File: config.mk
export PLATFORM = sky130hd
export DESIGN_NAME = coet_front
export DESIGN_NICKNAME = d
export VERILOG_FILES = /design/src/hw/rtl/coet_pkg.sv /design/src/hw/rtl/coet_front.sv
export SDC_FILE = /design/constraint.sdc
export NUM_CORES = 1
export LEC_CHECK = 0
export BUFFER_PORTS_ARGS = -buffer_cell sky130_fd_sc_hd__buf_4
export CORE_UTILIZATION = 30
export DETAILED_ROUTE_END_ITERATION = 8
export GPL_TIMING_DRIVEN = 0
export SLEW_MARGIN = 25
export SYNTH_ARGS = -nofsm -noshare
export SYNTH_HDL_FRONTEND = slang
export SYNTH_SLANG_ARGS = --single-unit
File: constraint.sdc
create_clock -name vclk -period 4.2
set_clock_uncertainty 0.2 [all_clocks]
set_input_delay 1.05 -clock vclk [all_inputs]
set_output_delay 1.05 -clock vclk [all_outputs]
set_load 0.01 [all_outputs]
File: src/hw/rtl/coet_pkg.sv
// ----------------------------------------------------------------------------
// coet_pkg: shared types and constants of the clock offset EMA table
// Word layouts of the input and result channels, the decoded command that
// travels between front and back, operation codes and alpha constants.
// ----------------------------------------------------------------------------
`default_nettype none

package coet_pkg;

  // Operation codes of the op field
  localparam logic [1:0] OP_OBSERVE = 2'd0;
  localparam logic [1:0] OP_CONVERT = 2'd1;
  localparam logic [1:0] OP_CLEAR   = 2'd2;
  localparam logic [1:0] OP_SPARE   = 2'd3;

  // Alpha is an unsigned Q16 fraction; ALPHA_ONE means 1.0
  localparam int unsigned ALPHA_W     = 17;
  localparam logic [16:0] ALPHA_ONE   = 17'd65536;
  localparam logic [16:0] ALPHA_RESET = 17'd6554;

  // Width of the exact blend accumulator
  localparam int unsigned ACC_W = 82;

  // Command kinds after classification
  typedef enum logic [1:0] {
    K_OBSERVE,
    K_CONVERT,
    K_CLEAR,
    K_NOP
  } coet_kind_e;

  // Input word
  typedef struct packed {
    logic [1:0]  op;
    logic [3:0]  sensor_index;
    logic [63:0] device_time;
    logic [63:0] host_time_in;
  } coet_in_t;

  // Result word
  typedef struct packed {
    logic [63:0]        aligned_time;
    logic signed [63:0] offset_now;
    logic               offset_known;
  } coet_out_t;

  // Classified command queued between front and back
  typedef struct packed {
    coet_kind_e  kind;
    logic [3:0]  sensor_index;
    logic [63:0] device_time;
    logic [63:0] sample;
  } coet_cmd_t;

endpackage

`default_nettype wire

File: src/hw/rtl/coet_front.sv
// ----------------------------------------------------------------------------
// coet_front: input classifier
// Decodes the operation, checks the sensor range and forms the raw offset
// sample host_time_in - device_time for the back end.
// ----------------------------------------------------------------------------
`default_nettype none

module coet_front import coet_pkg::*; #(
  parameter int unsigned SENSORS = 16
) (
  input  wire coet_in_t item_i,
  output coet_cmd_t     cmd_o
);

  logic in_range;

  assign in_range = (32'(item_i.sensor_index) < SENSORS);

  // Classify the word
  always_comb begin
    cmd_o.sensor_index = item_i.sensor_index;
    cmd_o.device_time  = item_i.device_time;
    cmd_o.sample       = item_i.host_time_in - item_i.device_time;
    unique case (item_i.op) inside
      OP_OBSERVE:           cmd_o.kind = in_range ? K_OBSERVE : K_NOP;
      OP_CLEAR:             cmd_o.kind = K_CLEAR;
      OP_CONVERT, OP_SPARE: cmd_o.kind = in_range ? K_CONVERT : K_NOP;
      default:              cmd_o.kind = K_NOP;
    endcase
  end

endmodule

`default_nettype wire

---- After elaboration in Yosys (flattened, before gate mapping) ----
Cells that the tools add are included.
operators by class
  $add $sub $neg .......................... 1
  reductions and logical operators ........ 2
  mux-type cells .......................... 1
  equality and inequality tests ........... 3
operator list
  kind                number
  $sub 64x64->64      1
  $pmux 2 s3          1
  $eq 2x2->1 const B  2
  $eq 2x1->1 const B  1
  $logic_not 2->1     1
  $reduce_or 2->1     1
word-level totals
  bits of input ports ..................... 134
  register bits ........................... 0

---- Depth between registers and ports, before layout ----
  depth in word-level cells ............... 3
  gate-level depth with buffers ........... 12

---- Worst setup path after synthesis ----
No wires, ideal clock.
  path type ............................... input to output
  start point ............................. input port item_i[0] (netlist name)
  end point ............................... output port cmd_o[62] (netlist name)
  slack ................................... -0.284 ns
  arrival ................................. 3.234 ns
  cell stages on the path ................. 12
  data required time ...................... 2.950 ns
  cells stage by stage .................... inv_1 -> ha_1 -> fa_1 -> nand2b_1 -> a21oi_1 -> o21a_1 -> o21ai_1 -> a21o_1 -> o21ai_4 -> a31oi_2 -> o31ai_2 -> xor2_1
RTL lines
  element          line              RTL
  start, declared  coet_front.sv:11  input wire coet_in_t item_i,
  end, declared    coet_front.sv:12  output coet_cmd_t cmd_o

==> parameters.txt <==
Parameter                              Value

Timing
  Number of pins exceeding their max-slew limit in the final report ... 0
  Slew headroom ... 0.653
  Final critical delay including setup and external delays ... 4720 ps
  Slew @ Worst Pin ... 515 ps
  Setup slack after layout ... -516 ps
  Setup_tns ... -12070 ps
  Max frequency ... 212 MHz
  Final Hold Fails ... 0
  RSZ-0062 raised after global routing ... yes
  Final cycle utilization of the critical path ... 1.12
  Minimum hold slack ... 2080 ps
  Setup violations, final ... 39

Synth
  Average cell area after synthesis ... 6.61 um^2
  Area contributors post-synth ... ha_1, buf_4, a21oi_1
  Simple-gate area share of the yosys netlist ... 0.194
  Adder and majority gate portion of the synthesized area ... 0.176
  Synth unique cells ... 61
  Portion of netlist area occupied by mux cells ... 0.00218
  Share of the yosys chip area belonging to registers ... 0
  Yosys top cell by area ... ha_1
  Share of the synthesized area in the top cell type ... 0.172
  Cell area after technology mapping ... 4590 um^2
  Gate Count Post-Synth ... 694
  Fraction of the mapped netlist area in compound gates ... 0.308
  Xor and xnor fraction of the mapped netlist area ... 0.116
  Total nets after synthesis ... 892
  Yosys warning count ... 0
  Dominant combinational cell family by area after synthesis ... compound AO/OA/AOI/OAI gates

Critical path
  Data arrival, critical path ... between 3000 and 4000 ps
  Dominant delay contributor by cell family on the critical path ... compound AO/OA/AOI/OAI gates
  Sort of element at the start of the critical path ... input port
  Cell occurring most often along the worst timing path ... buf_4
  Classification of the worst setup path ... input port to primary output
  Largest incremental delay on the critical path ... 330 ps
  Peak fanout along the critical path ... 4
  Sort of element at the end of the critical path ... primary output
  Series of cell instances along the critical path ... buf_4 -> inv_1 -> ha_4 -> a21oi_2 -> o21ai_2 -> a21oi_2 -> o31ai_4 -> buf_4 -> a221oi_4 -> o21ai_4 -> a41oi_4 -> mux2i_1 -> nand4_1 -> buf_4
  Critical path's slowest cell ... a41oi_4
  Data required time at the worst endpoint ... 2950 ps
  Buffer and inverter count on the worst path ... 4

Outcome
  Violations in the final reports ... DRC, setup timing
  Run status ... complete, but fails checks

Finish
  Fin util ... 0.609
  Fin area ... 8990 um^2
  Share of final-layout standard cells stronger than drive strength 1 ... 0.605
  Count of clock buffers in the final design ... 0
  FF+latch area ... 0 um^2
  Ant diodes ... 0
  Number of nets in the layout ... 1227
  Number of sequential storage elements ... 0
  Synthesis-to-finish area growth ... 95.9%

Global routing
  First-pass GRT wire length ... 27.6 mm
  Number of global-route vias before repair ... 5564
  Maximum number of pins on one net before global-route repair ... 11
  Initial antenna violation count ... 0
  Global-route usage over all layers ... 0.208
  Total congestion overflow ... 0

Drt
  Count of nets left with antenna violations after detail routing ... 0
  Detailed-route DRC error count ... 14
  Vias per Instance ... 4.96
  Initial DRC count ... 319
  Number of detailed-route iterations in the first pass ... 9
  Vias post-DR ... approximately 6000
  Final wirelength ... ~18 mm
  Post-detailed-route wirelength per cell ... 14.8 um

Pwr
  Power per cell area ... 180 nW/um^2
  Combinational share of power ... 1.000
  Share of power burned in the clock network ... 0
  Switch share ... 0.480
  Sequential Power Share ... 0
  Sw power ... approximately 0.00078 W
  Peak supply drop ... 0.0993 mV
  Design internal power ... around 0.00084 W
  Lkg Pwr ... 4.25 nW

Floorplan
  Initial core utilization ... 0.311
  Die area ... 15800 um^2
  Floorplan die width ... 126 um
  Core Footprint ... 14800 um^2
  Number of primary I/O pins ... 268
  Row cnt ... 44
  Die height ... approximately 130 um

Place
  GP Congestion ... 0.844
  IO buf count ... 264
  Setup slack at placement ... -761 ps
  Placed wire-length estimate after detailed placement ... ~14 mm
  Post-DP Area ... roughly 7100 um^2

Flow run
  Number of maximum-capacitance constraint violations ... 0

Worst hold path
  Classification of the worst-slack hold path ... input port to primary output
==> synth_stat cells, types with 3 or more instances <==
cell type  instances
nand4_1           23
a21oi_1           80
or3_1              4
and2_1             3
a21oi_2            5
o21bai_1          10
nor2b_1            5
nand3_1           13
o31a_1             3
ha_1              63
a211oi_1           3
o21ai_1           15
inv_1             78
nand2_1           58
xnor2_1           33
a31oi_1            7
o21a_1             8
o21ai_0           33
o21ai_2            4
o31ai_2            3
xor2_1            28
nor2_1            42
clkbuf_1           9
nor3_1             8
buf_4             68
nand2b_1           9
and3_1             3
nor4_1             6
buf_2             18
a21o_1            17
==> area by class of cell <==
cell class / count / area (um^2)
fillers: 1334 / 5770
multi-input cells: 520 / 4970
repair buffers: 339 / 2770
plain buffers: 89 / 669
inverters: 79 / 344
well taps: 184 / 230
==> what timing repair did <==
item	CTS	global route
resized for setup	196	99
hold buffers	0	0
buffers inserted	52	32
gates cloned	0	0
setup endpoints to repair	46	45
pin swaps	86	60
==> kinds of logic after synthesis <==
logic type,Yosys count
AO/OA/AOI/OAI,211
AND/OR/NAND/NOR,183
buffers and inverters,174
adder cells (fa/ha/maj),64
XOR/XNOR,61
multiplexers,1
==> layout by cell type, fill, tap and decap left out, drive strengths merged, types with 11 or more instances in the layout <==
cell type	count
nand4	24
o21ai	54
xnor2	33
nand2	60
buf	419
ha	63
nand3	13
a21oi	85
a21o	17
nor2	43
o21bai	11
inv	78
xor2	28
==> layer usage <==
layer	wire [um]	GRT usage
met1	7820	0.284
met3	995	0.0170
met5	0	0
met2	8930	0.368
met4	209	0.0208
==> power by group through the flow <==
stage / logic, W / clock network [W] / registers (W)
after detailed placement: 0.00125 / 0 / 0
after floorplan: 0.000725 / 0 / 0
after global placement: 0.00124 / 0 / 0
after global routing: 0.00172 / 0 / 0
final: 0.00162 / 0 / 0
after CTS: 0.00148 / 0 / 0
==> worst paths after layout <==
check	startpoint	endpoint	slack [ps]	cells after the start
worst max-delay path	item_i[80]	cmd_o[57]	-520	14
worst min-delay path	item_i[129]	cmd_o[129]	2080	2
==> metrics by stage <==
step	instances	power [W]
4_1_cts	1189	0.00148
3_3_place_gp	1142	0.00124
3_5_place_dp	1142	0.00125
5_1_grt	1211	0.00172
6_report	1211	0.00162
2_1_floorplan	694	0.000725
(Power assumes the default switching activity.)
