$ cat src/hw/rtl/coet_fifo.sv
// ----------------------------------------------------------------------------
// coet_fifo: small register queue
// Holds up to DEPTH words; push and pop may happen in the same cycle.
// ----------------------------------------------------------------------------
`default_nettype none

module coet_fifo #(
  parameter int unsigned WIDTH = 8,
  parameter int unsigned DEPTH = 2
) (
  input  wire logic             clk_i,
  input  wire logic             rst_ni,
  input  wire logic             push_i,
  input  wire logic [WIDTH-1:0] data_i,
  output logic                  full_o,
  input  wire logic             pop_i,
  output logic      [WIDTH-1:0] data_o,
  output logic                  empty_o
);

  localparam int unsigned PW = (DEPTH > 1) ? $clog2(DEPTH) : 1;
  localparam int unsigned CW = $clog2(DEPTH + 1);

  logic [WIDTH-1:0] store_q [DEPTH];
  logic [PW-1:0]    wr_ptr_q, wr_ptr_d;
  logic [PW-1:0]    rd_ptr_q, rd_ptr_d;
  logic [CW-1:0]    cnt_q, cnt_d;
  logic             do_push, do_pop;

  assign full_o  = (cnt_q == CW'(DEPTH));
  assign empty_o = (cnt_q == '0);
  assign do_push = push_i && !full_o;
  assign do_pop  = pop_i && !empty_o;
  assign data_o  = store_q[rd_ptr_q];

  // Advance pointers and count
  always_comb begin
    wr_ptr_d = wr_ptr_q;
    rd_ptr_d = rd_ptr_q;
    cnt_d    = cnt_q;
    if (do_push) begin
      wr_ptr_d = (wr_ptr_q == PW'(DEPTH - 1)) ? '0 : wr_ptr_q + 1'b1;
    end
    if (do_pop) begin
      rd_ptr_d = (rd_ptr_q == PW'(DEPTH - 1)) ? '0 : rd_ptr_q + 1'b1;
    end
    if (do_push && !do_pop) begin
      cnt_d = cnt_q + 1'b1;
    end else if (do_pop && !do_push) begin
      cnt_d = cnt_q - 1'b1;
    end
  end

  always_ff @(posedge clk_i or negedge rst_ni) begin
    if (!rst_ni) begin
      wr_ptr_q <= '0;
      rd_ptr_q <= '0;
      cnt_q    <= '0;
    end else begin
      wr_ptr_q <= wr_ptr_d;
      rd_ptr_q <= rd_ptr_d;
      cnt_q    <= cnt_d;
    end
  end

  // Store the pushed word
  always_ff @(posedge clk_i) begin
    if (do_push) begin
      store_q[wr_ptr_q] <= data_i;
    end
  end

endmodule

`default_nettype wire

$ cat config.mk
export PLATFORM = sky130hd
export DESIGN_NAME = coet_fifo
export DESIGN_NICKNAME = d
export VERILOG_FILES = /design/src/hw/rtl/coet_fifo.sv
export SDC_FILE = /design/constraint.sdc
export NUM_CORES = 1
export LEC_CHECK = 0
export BUFFER_PORTS_ARGS = -buffer_cell sky130_fd_sc_hd__buf_2
export CORE_UTILIZATION = 44
export DETAILED_ROUTE_END_ITERATION = 10
export PLACE_DENSITY = 0.72
export SETUP_SLACK_MARGIN = 0.05
export SKIP_CTS_REPAIR_TIMING = 1
export SYNTH_ARGS = -nofsm -noshare
export SYNTH_HDL_FRONTEND = slang
export SYNTH_SLANG_ARGS = --single-unit
$ cat constraint.sdc
create_clock -name clk_i -period 1.4 [get_ports clk_i]
set_input_delay 0.28 -clock clk_i [delete_from_list [all_inputs] [get_ports clk_i]]
set_output_delay 0.28 -clock clk_i [all_outputs]
set_load 0.03 [all_outputs]
* Word level (Yosys, flattened, before mapping) *
Memory sizes are Yosys's and may differ from the RTL's.
Cells that the tools add are included.

storage, ports and cells
  logic and storage cells = 25
  memories kept = 1
  bits in writable memories = 16
  input bits = 12
  flip-flop bits (word level) = 4
  output and inout bits = 10

memory list
  memory   words  width  rd ports  clocked after memory_dff  wr ports  line  text
  store_q  2      8      1         0                         1         24    logic [WIDTH-1:0] store_q [DEPTH];

cells by class
  mux-type cells = 6
  equality and inequality tests = 1
  add/subtract/negate cells = 4
  reductions and logical operators = 10

operator list
  cell                                               number
  logical AND 1 bit                                  4
  zero test 1 bit                                    4
  2-to-1 mux 1 bit                                   4
  2-to-1 mux 2 bit                                   2
  adder 1 bit (second input constant)                2
  adder 2 x 1 -> 2 bit (second input constant)       1
  == test 2 bit (second input constant)              1
  zero test 2 bit                                    1
  nonzero test 2 bit                                 1
  subtractor 2 x 1 -> 2 bit (second input constant)  1

* Depth between registers and ports, before layout *
  depth after elaboration = 7
  gate-level depth with buffers = 7
  gate-level depth less buffers = 7

* Least setup slack after synthesis *
OpenSTA, ideal clock, no wires.

  path type = register to register
  from = register cnt_q[0]
  to = memory store_q[0][0] (enable)
  buffers on the path = 0
  cell stages (with the launch flop) = 4
  clock period less this slack = 1392 ps
  arrival time = 1022 ps
  data required time = 1030 ps
  slack = 8 ps
  setup time = 370 ps
  path through = dfrtp_1 > nand2b_1 > nand2_2 > nor2_1

between the ends
  word-level cells in the longest chain between the ends = 5

RTL lines
  what                                    line  text
  start, declared                         27    logic [CW-1:0] cnt_q, cnt_d;
  start signal, assigned                  62    cnt_q <= cnt_d;
  == test 2 bit                           30    assign full_o = (cnt_q == CW'(DEPTH));
  zero test 1 bit                         32    assign do_push = push_i && !full_o;
  logical AND 1 bit                       32
  2-to-1 mux 1 bit                        68    if (do_push) begin
  2-to-1 mux 1 bit (implied by the code)  69    store_q[wr_ptr_q] <= data_i;
  end, declared                           24

No other way between the ends.

* Worst setup path after layout *
  from = register rd_ptr_q
  to = output data_o[1]

between the ends
  word-level cells in the longest chain between the ends = 1

RTL lines
  what                    line  text
  start, declared         26    logic [PW-1:0] rd_ptr_q, rd_ptr_d;
  start signal, assigned  61    rd_ptr_q <= rd_ptr_d;
  memory (2 x 8 bit)      --
  end, declared           17    output logic [WIDTH-1:0] data_o,

No other way between the ends.

==> results.cfg <==
[detailed_routing]
detailedRoute.firstIterationViolations = 3
drtAntennaViolNets = 0
firstDrtPassIters = 6
post_route_drc = 0
drt-wirelength-per-cell_um = 14.9
via_per_inst = 5.09
routed-via-count = 489
route.final.wire_length_um = 1430

[logic_synthesis]
synth_area_um2 = 782
yosysSeqAreaShare_pct = 74.2
netlist-cell-type-count = 15
dominantRegCellSynth = sky130_fd_sc_hd__edfxtp_1
post-synth-top-area-fraction_pct = 61.4
postSynth.asyncResetShare_pct = 20.0
synthesis_warnings = 0
synth_common_cells = sky130_fd_sc_hd__edfxtp_1 (16), sky130_fd_sc_hd__mux2_1 (6), sky130_fd_sc_hd__dfrtp_1 (4)
avgSynthCellArea_um2 = 17.8
yosys.cell_count.top_type = sky130_fd_sc_hd__edfxtp_1
number_of_flops_mapped_to_enable_cells_by_yosys = 16
post-synth-top-area-cell = sky130_fd_sc_hd__edfxtp_1
synthesis.nets = 57
synth-seq-cells = 20
yosys-top-cells-area = sky130_fd_sc_hd__edfxtp_1 (61%), sky130_fd_sc_hd__dfrtp_1 (13%), sky130_fd_sc_hd__mux2_1 (8.6%), sky130_fd_sc_hd__mux2_2 (2.9%), sky130_fd_sc_hd__xnor2_1 (2.2%)
synthesized_instance_count = 44

[floorplan]
dieWidth_um = 44.2
core_region_area_um2 = 1580
effective_utilization_at_floorplan_pct = 49.6
die_height_um = 44.2
die_area_um2 = 1950
std_cell_rows = 14
top_ports = 22

[power_and_ir_drop]
static-leakage-power_uw = 0.000506
power_report.internal_total_uw = 1760
peakVddDrop_uv = 1460
powerDensity_nw_per_um2 = 2310
pwr-share-comb_pct = 55.1
power.sequential.fraction_pct = 35.2
power.share.clock_pct = 9.7
net-switching-power_uw = 985
switching_share_pct = 35.9

[clocking]
numCtsBuffers = 3
cts_num_sinks = 20
worst_skew_pair.late_latency_ps = 290
cts-htree-levels = 1
clock_tree.root_cell = sky130_fd_sc_hd__clkbuf_4
clk_transition_reported_paths_ps = 110
tritoncts_clock_tree = yes
cts_buffer_depth = 2

[placement]
placement.io_buffers = 21
globalplace.congestion = 0.606

[final_layout]
multiInputGateArea_um2 = 263
synthToLayoutAreaGrowth_pct = 51.7
layout.nets = 94
layout-drive-gt1-share_pct = 67.5
antennaDiodeCount = 0
post_layout_util_pct = 75.2
layout.filler_cells = 100
area.sequential_um2 = 583

[timing]
worst_slack_ps = -187
report.final.setup_viol = 8
slew-limit-headroom_pct = 85.8
setup_repair_after_global_routing_missed_its_margin = true
report.final.slew_viol_count = 0
finClkSkew_ps = 6.37
sum_of_negative_setup_slack_ps = -1460
period_share_pct = 113
fmaxAchievable_mhz = 630
final_worst_path_period_need_ps = 1590
report.final.hold_viol_count = 0
tightestPinTransition_ps = 213

[status]
run_status = finished, violations left
violated_checks = negative setup slack

[worst_setup_path]
cp_cell_sequence = buf_6 > mux2_4 > buf_6
timing_worst_setup_path_type = flop to output port
r2r_start = cnt_q[0]$_DFFE_PN0P_
startpoint_type = flop
r2r_slack_ps = 40
worst_ep_required_time_ps = 1120
max_stage_delay_ps = 440
setup.worst_path.end_class = output port
worst-path-buf-inv = 2
path_delay_family = flip-flops
cp_num_cells = 3
worst_path_maximum_fanout = 4
rr_worst_depth = 7
cp_slowest_cell = sky130_fd_sc_hd__dfrtp_2
timing.critical_path.mode_cell = sky130_fd_sc_hd__buf_6
crit-reg2reg-capture = cnt_q[1]$_DFFE_PN0P_
critical_path_arrival_ps = 1310

[worst_hold_path]
min_from = data_i[7]
min_to = store_q[0][7]$_DFFE_PP_
class_of_the_worst_hold_path = input pin to flop
whs_path_depth = 1

[global_route]
antenna_violations_before_repair = 0
grt_pass1_vias = 436
grt_first_pass_wirelength_um = 1800
grtUsageTotal_pct = 13.8
grt_start_max_net_pins = 12
global_route.overflow_total = 0

[job]
max_cap_viol_count = 0
[sequential cells by signal, indices dropped and copies added, names as in the netlist]
signal / cells
store_q: 16
rd_ptr_q: 1
cnt_q: 2
wr_ptr_q: 1
[metrics by stage]
stage          hold WS [ps]  std cells  total power [µW]  setup WS (ps)  cell area (µm²)
3_5_place_dp           91.2         85              1930           8.18              962
3_3_place_gp           88.4         85              1900           11.7              962
4_1_cts                -236         89              2190           -336              988
2_1_floorplan         -15.6         44              1610           59.5              792
6_report                167         96              2740           -187             1190
5_1_grt                 159         96              2860           -217             1190
[cell type report]
| type | instances | area share [%] |
|---|---|---|
| clock buffer | 3 | 1.90 |
| clock inverter | 1 | 0.316 |
| inverter | 2 | 0.844 |
| multi-input combinational | 21 | 22.2 |
| sequential | 20 | 49.2 |
| tap | 16 | 1.69 |
| timing repair buffer | 33 | 23.9 |
[power groups by stage]
stage	Combinational, µW	Clock (µW)	Sequential (µW)
final	1510	267	965
after global routing	1590	289	981
after CTS	952	274	965
after detailed placement	949	0	978
after global placement	934	0	970
after floorplan	695	0	917
[logic make-up after synthesis]
logic type / share of synthesized area (%)
flops: 74.2
mux: 11.5
simple gates: 3.84
xor+xnor: 6.56
buf+inv: 1.60
compound gates: 0.639
fa+ha+maj: 1.60
[cells in the final DEF, fill, tap and decap left out]
cell and count:
sky130_fd_sc_hd__ha_4 1, sky130_fd_sc_hd__dlygate4sd3_1 1, sky130_fd_sc_hd__inv_2 1, sky130_fd_sc_hd__nor2_1 1, sky130_fd_sc_hd__mux2_2 2, sky130_fd_sc_hd__nand2_4 1, sky130_fd_sc_hd__mux2_4 6, sky130_fd_sc_hd__xnor2_2 1
sky130_fd_sc_hd__nor2_4 2, sky130_fd_sc_hd__inv_4 1, sky130_fd_sc_hd__buf_12 1, sky130_fd_sc_hd__clkinv_1 1, sky130_fd_sc_hd__and3_1 1, sky130_fd_sc_hd__buf_4 7, sky130_fd_sc_hd__xor2_1 2, sky130_fd_sc_hd__edfxtp_1 16
sky130_fd_sc_hd__dfrtp_1 2, sky130_fd_sc_hd__dfrtp_2 2, sky130_fd_sc_hd__clkbuf_4 3, sky130_fd_sc_hd__buf_6 13, sky130_fd_sc_hd__xnor2_1 2, sky130_fd_sc_hd__buf_2 11, sky130_fd_sc_hd__nand2b_4 1, sky130_fd_sc_hd__o21ai_4 1
[layer usage]
metal | vias to the layer above | track usage [%] | wire length [µm]
met5 | - | 0 | 0
met1 | 243 | 13.5 | 548
met3 | 4 | 3.67 | 36
li1 | 229 | - | -
met4 | 0 | 9.09 | 35
met2 | 13 | 25.0 | 806
[how the worst max path moves through the flow]
| stage | to | startpoint |
|---|---|---|
| 2_1_floorplan | cnt_q[1]$_DFFE_PN0P_ | cnt_q[0]$_DFFE_PN0P_ |
| 3_3_place_gp | data_o[6] | rd_ptr_q$_DFFE_PN0P_ |
| 3_5_place_dp | data_o[7] | rd_ptr_q$_DFFE_PN0P_ |
| 4_1_cts | data_o[7] | rd_ptr_q$_DFFE_PN0P_ |
| 5_1_grt | data_o[7] | rd_ptr_q$_DFFE_PN0P_ |
| 6_report | data_o[1] | rd_ptr_q$_DFFE_PN0P_ |
No activity file was read; power rests on OpenSTA's default activity.
