$ cat src/hw/rtl/coet_pkg.sv
// ----------------------------------------------------------------------------
// coet_pkg: shared types and constants of the clock offset EMA table
// Word layouts of the input and result channels, the decoded command that
// travels between front and back, operation codes and alpha constants.
// ----------------------------------------------------------------------------
`default_nettype none

package coet_pkg;

  // Operation codes of the op field
  localparam logic [1:0] OP_OBSERVE = 2'd0;
  localparam logic [1:0] OP_CONVERT = 2'd1;
  localparam logic [1:0] OP_CLEAR   = 2'd2;
  localparam logic [1:0] OP_SPARE   = 2'd3;

  // Alpha is an unsigned Q16 fraction; ALPHA_ONE means 1.0
  localparam int unsigned ALPHA_W     = 17;
  localparam logic [16:0] ALPHA_ONE   = 17'd65536;
  localparam logic [16:0] ALPHA_RESET = 17'd6554;

  // Width of the exact blend accumulator
  localparam int unsigned ACC_W = 82;

  // Command kinds after classification
  typedef enum logic [1:0] {
    K_OBSERVE,
    K_CONVERT,
    K_CLEAR,
    K_NOP
  } coet_kind_e;

  // Input word
  typedef struct packed {
    logic [1:0]  op;
    logic [3:0]  sensor_index;
    logic [63:0] device_time;
    logic [63:0] host_time_in;
  } coet_in_t;

  // Result word
  typedef struct packed {
    logic [63:0]        aligned_time;
    logic signed [63:0] offset_now;
    logic               offset_known;
  } coet_out_t;

  // Classified command queued between front and back
  typedef struct packed {
    coet_kind_e  kind;
    logic [3:0]  sensor_index;
    logic [63:0] device_time;
    logic [63:0] sample;
  } coet_cmd_t;

endpackage

`default_nettype wire

$ cat src/hw/rtl/coet_back.sv
// ----------------------------------------------------------------------------
// coet_back: offset table and blend sequencer
// Holds the offset memory, the known bits and alpha. Executes one command at
// a time; the blend runs four 33x18 partial products through one multiplier
// into an exact accumulator, then rounds half away from zero.
// ----------------------------------------------------------------------------
`default_nettype none

module coet_back import coet_pkg::*; #(
  parameter int unsigned SENSORS = 16
) (
  input  wire logic               clk_i,
  input  wire logic               rst_ni,
  input  wire logic               cfg_we_i,
  input  wire logic [ALPHA_W-1:0] cfg_wdata_i,
  input  wire logic               cmd_empty_i,
  input  wire coet_cmd_t          cmd_i,
  output logic                    cmd_pop_o,
  input  wire logic               res_full_i,
  output logic                    res_push_o,
  output coet_out_t               res_o
);

  localparam int unsigned AW = (SENSORS > 1) ? $clog2(SENSORS) : 1;
  localparam logic [2:0]  MAC_LAST = 3'd4;

  typedef enum logic [2:0] {
    ST_IDLE,
    ST_LOOK,
    ST_MAC,
    ST_NEG,
    ST_RND,
    ST_FIN,
    ST_WB,
    ST_OUT
  } state_e;

  state_e               state_q;
  logic [SENSORS-1:0]   known_q;
  logic [ALPHA_W-1:0]   alpha_q;
  logic [2:0]           step_q;

  logic [63:0]          offset_mem [SENSORS];
  logic [63:0]          old_q;
  logic                 hit_q;
  coet_cmd_t            cmd_q;
  coet_out_t            res_q;
  logic [ACC_W-1:0]     prod_q, acc_q, mag_q;
  logic                 neg_q;
  logic [63:0]          q_q, new_q;

  logic [AW-1:0]        rd_addr, wr_addr;
  logic                 rd_en, wr_en;
  logic [63:0]          wr_data;
  logic [ALPHA_W-1:0]   one_minus;
  logic [63:0]          mul_x;
  logic [ALPHA_W-1:0]   mul_w;
  logic [32:0]          mul_a;
  logic signed [50:0]   mul_p;
  logic [ACC_W-1:0]     prod_d, rnd_sum;

  assign rd_addr   = AW'(cmd_i.sensor_index);
  assign wr_addr   = AW'(cmd_q.sensor_index);
  assign rd_en     = (state_q == ST_IDLE) && !cmd_empty_i;
  assign cmd_pop_o = rd_en;
  assign wr_en     = ((state_q == ST_LOOK) && (cmd_q.kind == K_OBSERVE) && !hit_q)
                     || (state_q == ST_WB);
  assign wr_data   = (state_q == ST_WB) ? new_q : cmd_q.sample;
  assign res_push_o = (state_q == ST_OUT);
  assign res_o      = res_q;
  assign one_minus  = ALPHA_ONE - alpha_q;

  // Select one partial product: old by (1 - alpha), then sample by alpha
  assign mul_x = step_q[1] ? cmd_q.sample : old_q;
  assign mul_w = step_q[1] ? alpha_q : one_minus;
  assign mul_a = step_q[0] ? {mul_x[63], mul_x[63:32]} : {1'b0, mul_x[31:0]};
  assign mul_p = $signed(mul_a) * $signed({1'b0, mul_w});
  assign prod_d = step_q[0] ? {mul_p[49:0], 32'd0} : {{31{mul_p[50]}}, mul_p};
  assign rnd_sum = mag_q + ACC_W'(32768);

  // Sequence commands, known bits and alpha
  always_ff @(posedge clk_i or negedge rst_ni) begin
    if (!rst_ni) begin
      state_q <= ST_IDLE;
      known_q <= '0;
      alpha_q <= ALPHA_RESET;
      step_q  <= '0;
    end else begin
      if (cfg_we_i) begin
        alpha_q <= (cfg_wdata_i > ALPHA_ONE) ? ALPHA_ONE : cfg_wdata_i;
      end
      unique case (state_q)
        ST_IDLE: begin
          if (!cmd_empty_i) begin
            state_q <= ST_LOOK;
          end
        end
        ST_LOOK: begin
          step_q <= '0;
          case (cmd_q.kind)
            K_OBSERVE: begin
              if (hit_q) begin
                state_q <= ST_MAC;
              end else begin
                known_q[wr_addr] <= 1'b1;
                state_q <= ST_OUT;
              end
            end
            K_CLEAR: begin
              known_q <= '0;
              state_q <= ST_OUT;
            end
            default: state_q <= ST_OUT;
          endcase
        end
        ST_MAC: begin
          if (step_q == MAC_LAST) begin
            state_q <= ST_NEG;
          end else begin
            step_q <= step_q + 3'd1;
          end
        end
        ST_NEG: state_q <= ST_RND;
        ST_RND: state_q <= ST_FIN;
        ST_FIN: state_q <= ST_WB;
        ST_WB:  state_q <= ST_OUT;
        ST_OUT: begin
          if (!res_full_i) begin
            state_q <= ST_IDLE;
          end
        end
        default: state_q <= ST_IDLE;
      endcase
    end
  end

  // Datapath: latch the command, accumulate, round and form the result
  always_ff @(posedge clk_i) begin
    case (state_q)
      ST_IDLE: begin
        cmd_q <= cmd_i;
        hit_q <= ((cmd_i.kind == K_OBSERVE) || (cmd_i.kind == K_CONVERT))
                 && known_q[rd_addr];
      end
      ST_LOOK: begin
        acc_q <= '0;
        if (cmd_q.kind == K_OBSERVE && !hit_q) begin
          res_q.aligned_time <= cmd_q.device_time + cmd_q.sample;
          res_q.offset_now   <= cmd_q.sample;
          res_q.offset_known <= 1'b1;
        end else if (cmd_q.kind == K_CONVERT && hit_q) begin
          res_q.aligned_time <= cmd_q.device_time + old_q;
          res_q.offset_now   <= old_q;
          res_q.offset_known <= 1'b1;
        end else begin
          res_q.aligned_time <= cmd_q.device_time;
          res_q.offset_now   <= '0;
          res_q.offset_known <= 1'b0;
        end
      end
      ST_MAC: begin
        if (step_q != MAC_LAST) begin
          prod_q <= prod_d;
        end
        if (step_q != 3'd0) begin
          acc_q <= acc_q + prod_q;
        end
      end
      ST_NEG: begin
        neg_q <= acc_q[ACC_W-1];
        mag_q <= acc_q[ACC_W-1] ? (ACC_W'(0) - acc_q) : acc_q;
      end
      ST_RND: q_q   <= rnd_sum[79:16];
      ST_FIN: new_q <= neg_q ? (64'd0 - q_q) : q_q;
      ST_WB: begin
        res_q.aligned_time <= cmd_q.device_time + new_q;
        res_q.offset_now   <= new_q;
        res_q.offset_known <= 1'b1;
      end
      default: ;
    endcase
  end

  // Offset memory: one read, one write port
  always_ff @(posedge clk_i) begin
    if (rd_en) begin
      old_q <= offset_mem[rd_addr];
    end
    if (wr_en) begin
      offset_mem[wr_addr] <= wr_data;
    end
  end

endmodule

`default_nettype wire

$ cat config.mk
export PLATFORM = sky130hd
export DESIGN_NAME = coet_back
export DESIGN_NICKNAME = d
export VERILOG_FILES = /design/src/hw/rtl/coet_pkg.sv /design/src/hw/rtl/coet_back.sv
export SDC_FILE = /design/constraint.sdc
export NUM_CORES = 2
export LEC_CHECK = 0
export BUFFER_PORTS_ARGS = -buffer_cell sky130_fd_sc_hd__buf_2
export CAP_MARGIN = 20
export CORE_ASPECT_RATIO = 0.7
export CORE_MARGIN = 5
export CORE_UTILIZATION = 55
export CTS_CLUSTER_SIZE = 40
export DETAILED_ROUTE_END_ITERATION = 12
export HOLD_SLACK_MARGIN = 0.08
export PLACE_DENSITY = 0.84
export SLEW_MARGIN = 25
export SYNTH_ARGS = -nofsm -noshare
export SYNTH_HDL_FRONTEND = slang
export SYNTH_SLANG_ARGS = --single-unit
$ cat constraint.sdc
create_clock -name clk_i -period 32.9 [get_ports clk_i]
set_clock_uncertainty 0.1 [all_clocks]
set_input_delay 9.87 -clock clk_i [delete_from_list [all_inputs] [get_ports clk_i]]
set_output_delay 9.87 -clock clk_i [all_outputs]
set_load 0.005 [all_outputs]
Yosys cells after proc, flatten, opt, wreduce, memory -nomap -nowiden

Memories as Yosys holds them, arrays and structs flattened. A register that Yosys moved wholly into a read port is not among the register bits.
Index checks and enable logic that the tools add are counted.

Register bits after elaboration: 676
Bits in latches: 0
Bits in writable memories: 1,024
Memory bits (read-only): 0
Bits of input ports: 156
Logic and storage cells: 105
Memories: 1

$add $sub $neg: 9
Multipliers: 1
Divide/modulo/power cells: 0
Magnitude comparators: 4
Eq/ne operators: 18
Shifts and indexed selects: 0
Muxes and demuxes: 29
Bitwise operators: 1
Reduce and logical (&&, ||, !) cells: 23

Memories:

| name       | words | bits a word | read ports | clocked after memory_dff | write ports | RTL line        | source |
|---|---|---|---|---|---|---|---|
| offset_mem | 16    | 64          | 1          | 1                        | 1           | coet_back.sv:43 | `logic [63:0] offset_mem [SENSORS];` |

Operators with widths:

| operator                                            | number |
|---|---|
| two-way mux 129 bit                                 | 2 |
| one-hot mux 129 bit (2 select lines)                | 1 |
| adder 64 bit                                        | 3 |
| two-way mux 64 bit                                  | 3 |
| two-way mux 82 bit                                  | 2 |
| one-hot mux 82 bit (2 select lines)                 | 1 |
| adder 82 bit                                        | 1 |
| adder 80 x 16 -> 80 bit (second input constant)     | 1 |
| two-way mux 80 bit                                  | 1 |
| subtractor 1 x 80 -> 80 bit (first input constant)  | 1 |
| subtractor 1 x 64 -> 64 bit (first input constant)  | 1 |
| multiplier 33 x 18 -> 51 bit                        | 1 |
| two-way mux 17 bit                                  | 2 |
| two-way mux 33 bit                                  | 1 |
| one-hot mux 16 bit (2 select lines)                 | 1 |
| one-hot mux 3 bit (8 select lines)                  | 1 |
| two-way mux 3 bit                                   | 6 |
| > comparator 17 bit (second input constant)         | 1 |
| subtractor 17 bit (first input constant)            | 1 |
| two-way mux 16 bit                                  | 1 |
| OR 16 bit                                           | 1 |
| == test 3 bit (second input constant)               | 5 |
| inequality test 2 bit (second input constant)       | 6 |
| < comparator 4 x 5 -> 1 bit (second input constant) | 2 |
| other kinds (20)                                    | 39 |

Logic depth before layout (Yosys ltp)

Depth after elaboration: 7
Depth in mapped cells: 35
Gate-level depth less buffers: 32

Least setup slack after synthesis

Ideal clock, no wire load.

Path kind: input -> output
Start point: input cmd_empty_i
End point: output cmd_pop_o
Arrival: 16,059 ps
Data required time: 22,930 ps
Setup slack: 6,871 ps
Cell stages on the path: 1
Buffers on the path: 0
Cell sequence: nor4_1

Cells in the longest elaborated chain, start to end: 2

RTL lines:

| item               | RTL line        | source |
|---|---|---|
| start: declaration | coet_back.sv:16 | `input wire logic cmd_empty_i,` |
| zero test 1 bit    | -               |  |
| logical AND 1 bit  | coet_back.sv:64 | `assign rd_en = (state_q == ST_IDLE) && !cmd_empty_i;` |
| end: declaration   | coet_back.sv:18 | `output logic cmd_pop_o,` |

Every way passes these cells.

Final worst setup path

Ends and elaborated chain as after synthesis.

==> flow_summary.ini <==
[placement]
post-place-ws_ns = 11.87
dp_hpwl_um = 249000
gp_congestion = 1.02
numPortBuffers = 286

[sta]
timing.fmax_mhz = 47.4
worst_pin_slew_ns = 1.23
drv_slew = 0
setup_viol = 0
rsz0062_at_grt = no
slew_headroom_pct = 17.3
post-route-min-period_ns = 21.09
fin_crit_sh_pct = 64.1
fin_ws_ns = 11.81
setup_tns_ns = 0
hold_viol = 0

[global_routing]
grt_max_degree = 111
grt_pass1_vias = 73000
gr-total-overflow = 0
gr-usage-all-layers_pct = 34.8
antenna_found_initial = 40
grt_pass1_wl_um = 502000

[drt]
avgViaCountPerCell = 6.67
via_count = 74300
drc = 0
final_antenna_net_count = 0
drt_wl_total_um = 349000
dr.pass1.iters = 7
drt-wirelength-per-cell_um = 31.4
dr.first_iter.drc_count = 11400

[critical_path]
required_ns = 22.93
cp_max_fo = 16
worstPathArrival_ns = 11.12
r2r_setup_slack_ns = 22.36
critPathCaptureType = primary output
rr_worst_depth = 29
r2r_start = alpha_q[0]$_DFFE_PN0P_
critical_path_class = in2out
start_kind = input port
rr_endpoint = prod_q[49]$_DFFE_PP_

[floorplan]
core_um2 = 188000
die_h_um = 374
rows = 133
die-area_um2 = 198000
die_x_um = 530
ios = 287
initial_utilization_pct = 55.4

[clocking]
cts_buffers = 171
hold_buffers = 0
clock_sinks = 1749
path_clk_slew_ns = 0.06
htree_levels = 4
clock_latency_ns = 0.84
cts.path.max_buffers = 4
cts-resized-gates = 0
post_cts_buffers = 0
clk_root_buffer_cell = clkbuf_16
cts_tree = done

[worst_hold_path]
hold_class = reg2reg
hp-start = known_q[13]$_DFFE_PN0P_
hold_depth = 2
hold_end = known_q[13]$_DFFE_PN0P_

[job]
maxCapViolCount = 0

[yosys]
synth.avg_cell_area_um2 = 12.5
syn_area_um2 = 104000
yosys.area.top_type = edfxtp_1
synth_edf_count = 1710
yosysUniqueCellTypes = 80
synthTopCellsByArea = edfxtp_1, fa_1, mux4_2
dominantRegCellSynth = edfxtp_1
async_reset_ff_share_pct = 2.23
yosysWarningCount = 0
synth_common_cells = edfxtp_1, nand2_1, inv_1
yosys.area.top_type_share_pct = 49.3
syn-num-nets = 9396
ys_seq_area_share_pct = 50.2
ys_seq_elements = 1749
synth.most_common_cell = edfxtp_1
postSynthCellCount = 8305

[finish]
area_delta_synth_final_pct = 9.41
drive_above_1_share_pct = 12.9
fin_nets = 9571

[status]
status = complete, no violations
## flip-flops by register name, indices dropped and copies added, names as in the netlist
| signal | cells |
|---|---|
| acc_q | 82 |
| state_q | 3 |
| mag_q | 65 |
| known_q | 16 |
| res_o | 129 |
| hit_q | 1 |
| wr_addr | 4 |
| q_q | 64 |
| old_q | 64 |
| new_q | 64 |
| cmd_q | 130 |
| alpha_q | 17 |
| prod_q | 82 |
| offset_mem | 1024 |
| step_q | 3 |
| neg_q | 1 |
## stage by stage
stage | cells | instance area (um2) | hold slack [ns] | util (%)
after floorplan | 8305 | 104000 | 0.353 | -
after global placement | 10800 | 108000 | 0.373 | 57.7
after detailed placement | 10800 | 109000 | 0.379 | 57.7
after CTS | 11100 | 114000 | 0.393 | 60.5
after global routing | 11100 | 114000 | 0.407 | 60.6
final | 11100 | 114000 | 0.393 | 60.6
## cells by family (layout without fill, tap and decap cells)
| kind of cell | after synthesis | in the layout | share of synthesized area (%) |
|---|---|---|---|
| buffers and inverters | 1086 | 1382 | 3.92 |
| flip-flops | 1749 | 1749 | 50.2 |
| adder cells (fa/ha/maj) | 935 | 935 | 15.1 |
| multiplexers | 381 | 381 | 7.88 |
| AO/OA/AOI/OAI | 1552 | 1552 | 9.46 |
| other | 0 | 35 | 0 |
| AND/OR/NAND/NOR | 2099 | 2099 | 9.17 |
| XOR/XNOR | 503 | 503 | 4.23 |
## layout make-up
type,count,area (um2)
antenna,35,87.6
fill,14000,74000
multi-input combinational,5470,48200
tap,2497,3120
inverter,695,2610
clock inverter,93,858
clock buffer,201,4460
timing repair buffer,393,2340
sequential,1749,52300
## cell usage in the layout, fill, tap and decap left out, types with 25 or more instances in the layout
cell and instances:
clkbuf_16 174, xnor2_1 345, a21oi_1 440, or3_1 40, clkinv_2 28, o31ai_1 57
nand4_1 101, nand2_1 902, nor2_1 492, ha_1 395, clkinv_1 25, a21o_1 198
a221oi_1 44, nor3_1 80, xor2_1 140, nand3_1 99, clkbuf_1 27, nor2b_1 55
nand2b_1 55, edfxtp_1 1710, and3_1 47, inv_1 693, buf_4 102, o21a_1 46
or4_1 28, diode_2 35, o211ai_1 25, fa_1 540, buf_2 282, a31oi_1 55
o21bai_1 44, o21ai_0 351, a22oi_1 83, mux4_2 349, dfrtp_1 29, a211oi_1 33
and2_1 69
## critical path, cell delays in order
cell	delay (ns)
buf_2	0.15
nor4_2	0.41
buf_4	0.46
buf_2	0.20
## per-layer routing
layer	GRT usage (%)	share of wire, %	routed length, um	vias up
met1	47.8	37	130000	36800
met2	48.9	42	146000	5730
li1	-	-	-	30600
met4	17.9	6.4	22200	26
met3	12.5	15	51400	1073
met5	0.630	0.083	290	-
## worst max-delay path by stage
stage / cells past startpoint / slack (ns) / from / end
4_1_cts: 4 / 11.87 / cmd_empty_i / cmd_pop_o
3_3_place_gp: 4 / 11.92 / cmd_empty_i / cmd_pop_o
6_report: 4 / 11.81 / cmd_empty_i / cmd_pop_o
5_1_grt: 4 / 11.85 / cmd_empty_i / cmd_pop_o
3_5_place_dp: 4 / 11.87 / cmd_empty_i / cmd_pop_o
2_1_floorplan: 1 / 6.87 / cmd_empty_i / cmd_pop_o
Power is not shown: default switching activity piles up to over one toggle a cycle in this logic, so the estimate is an artifact.
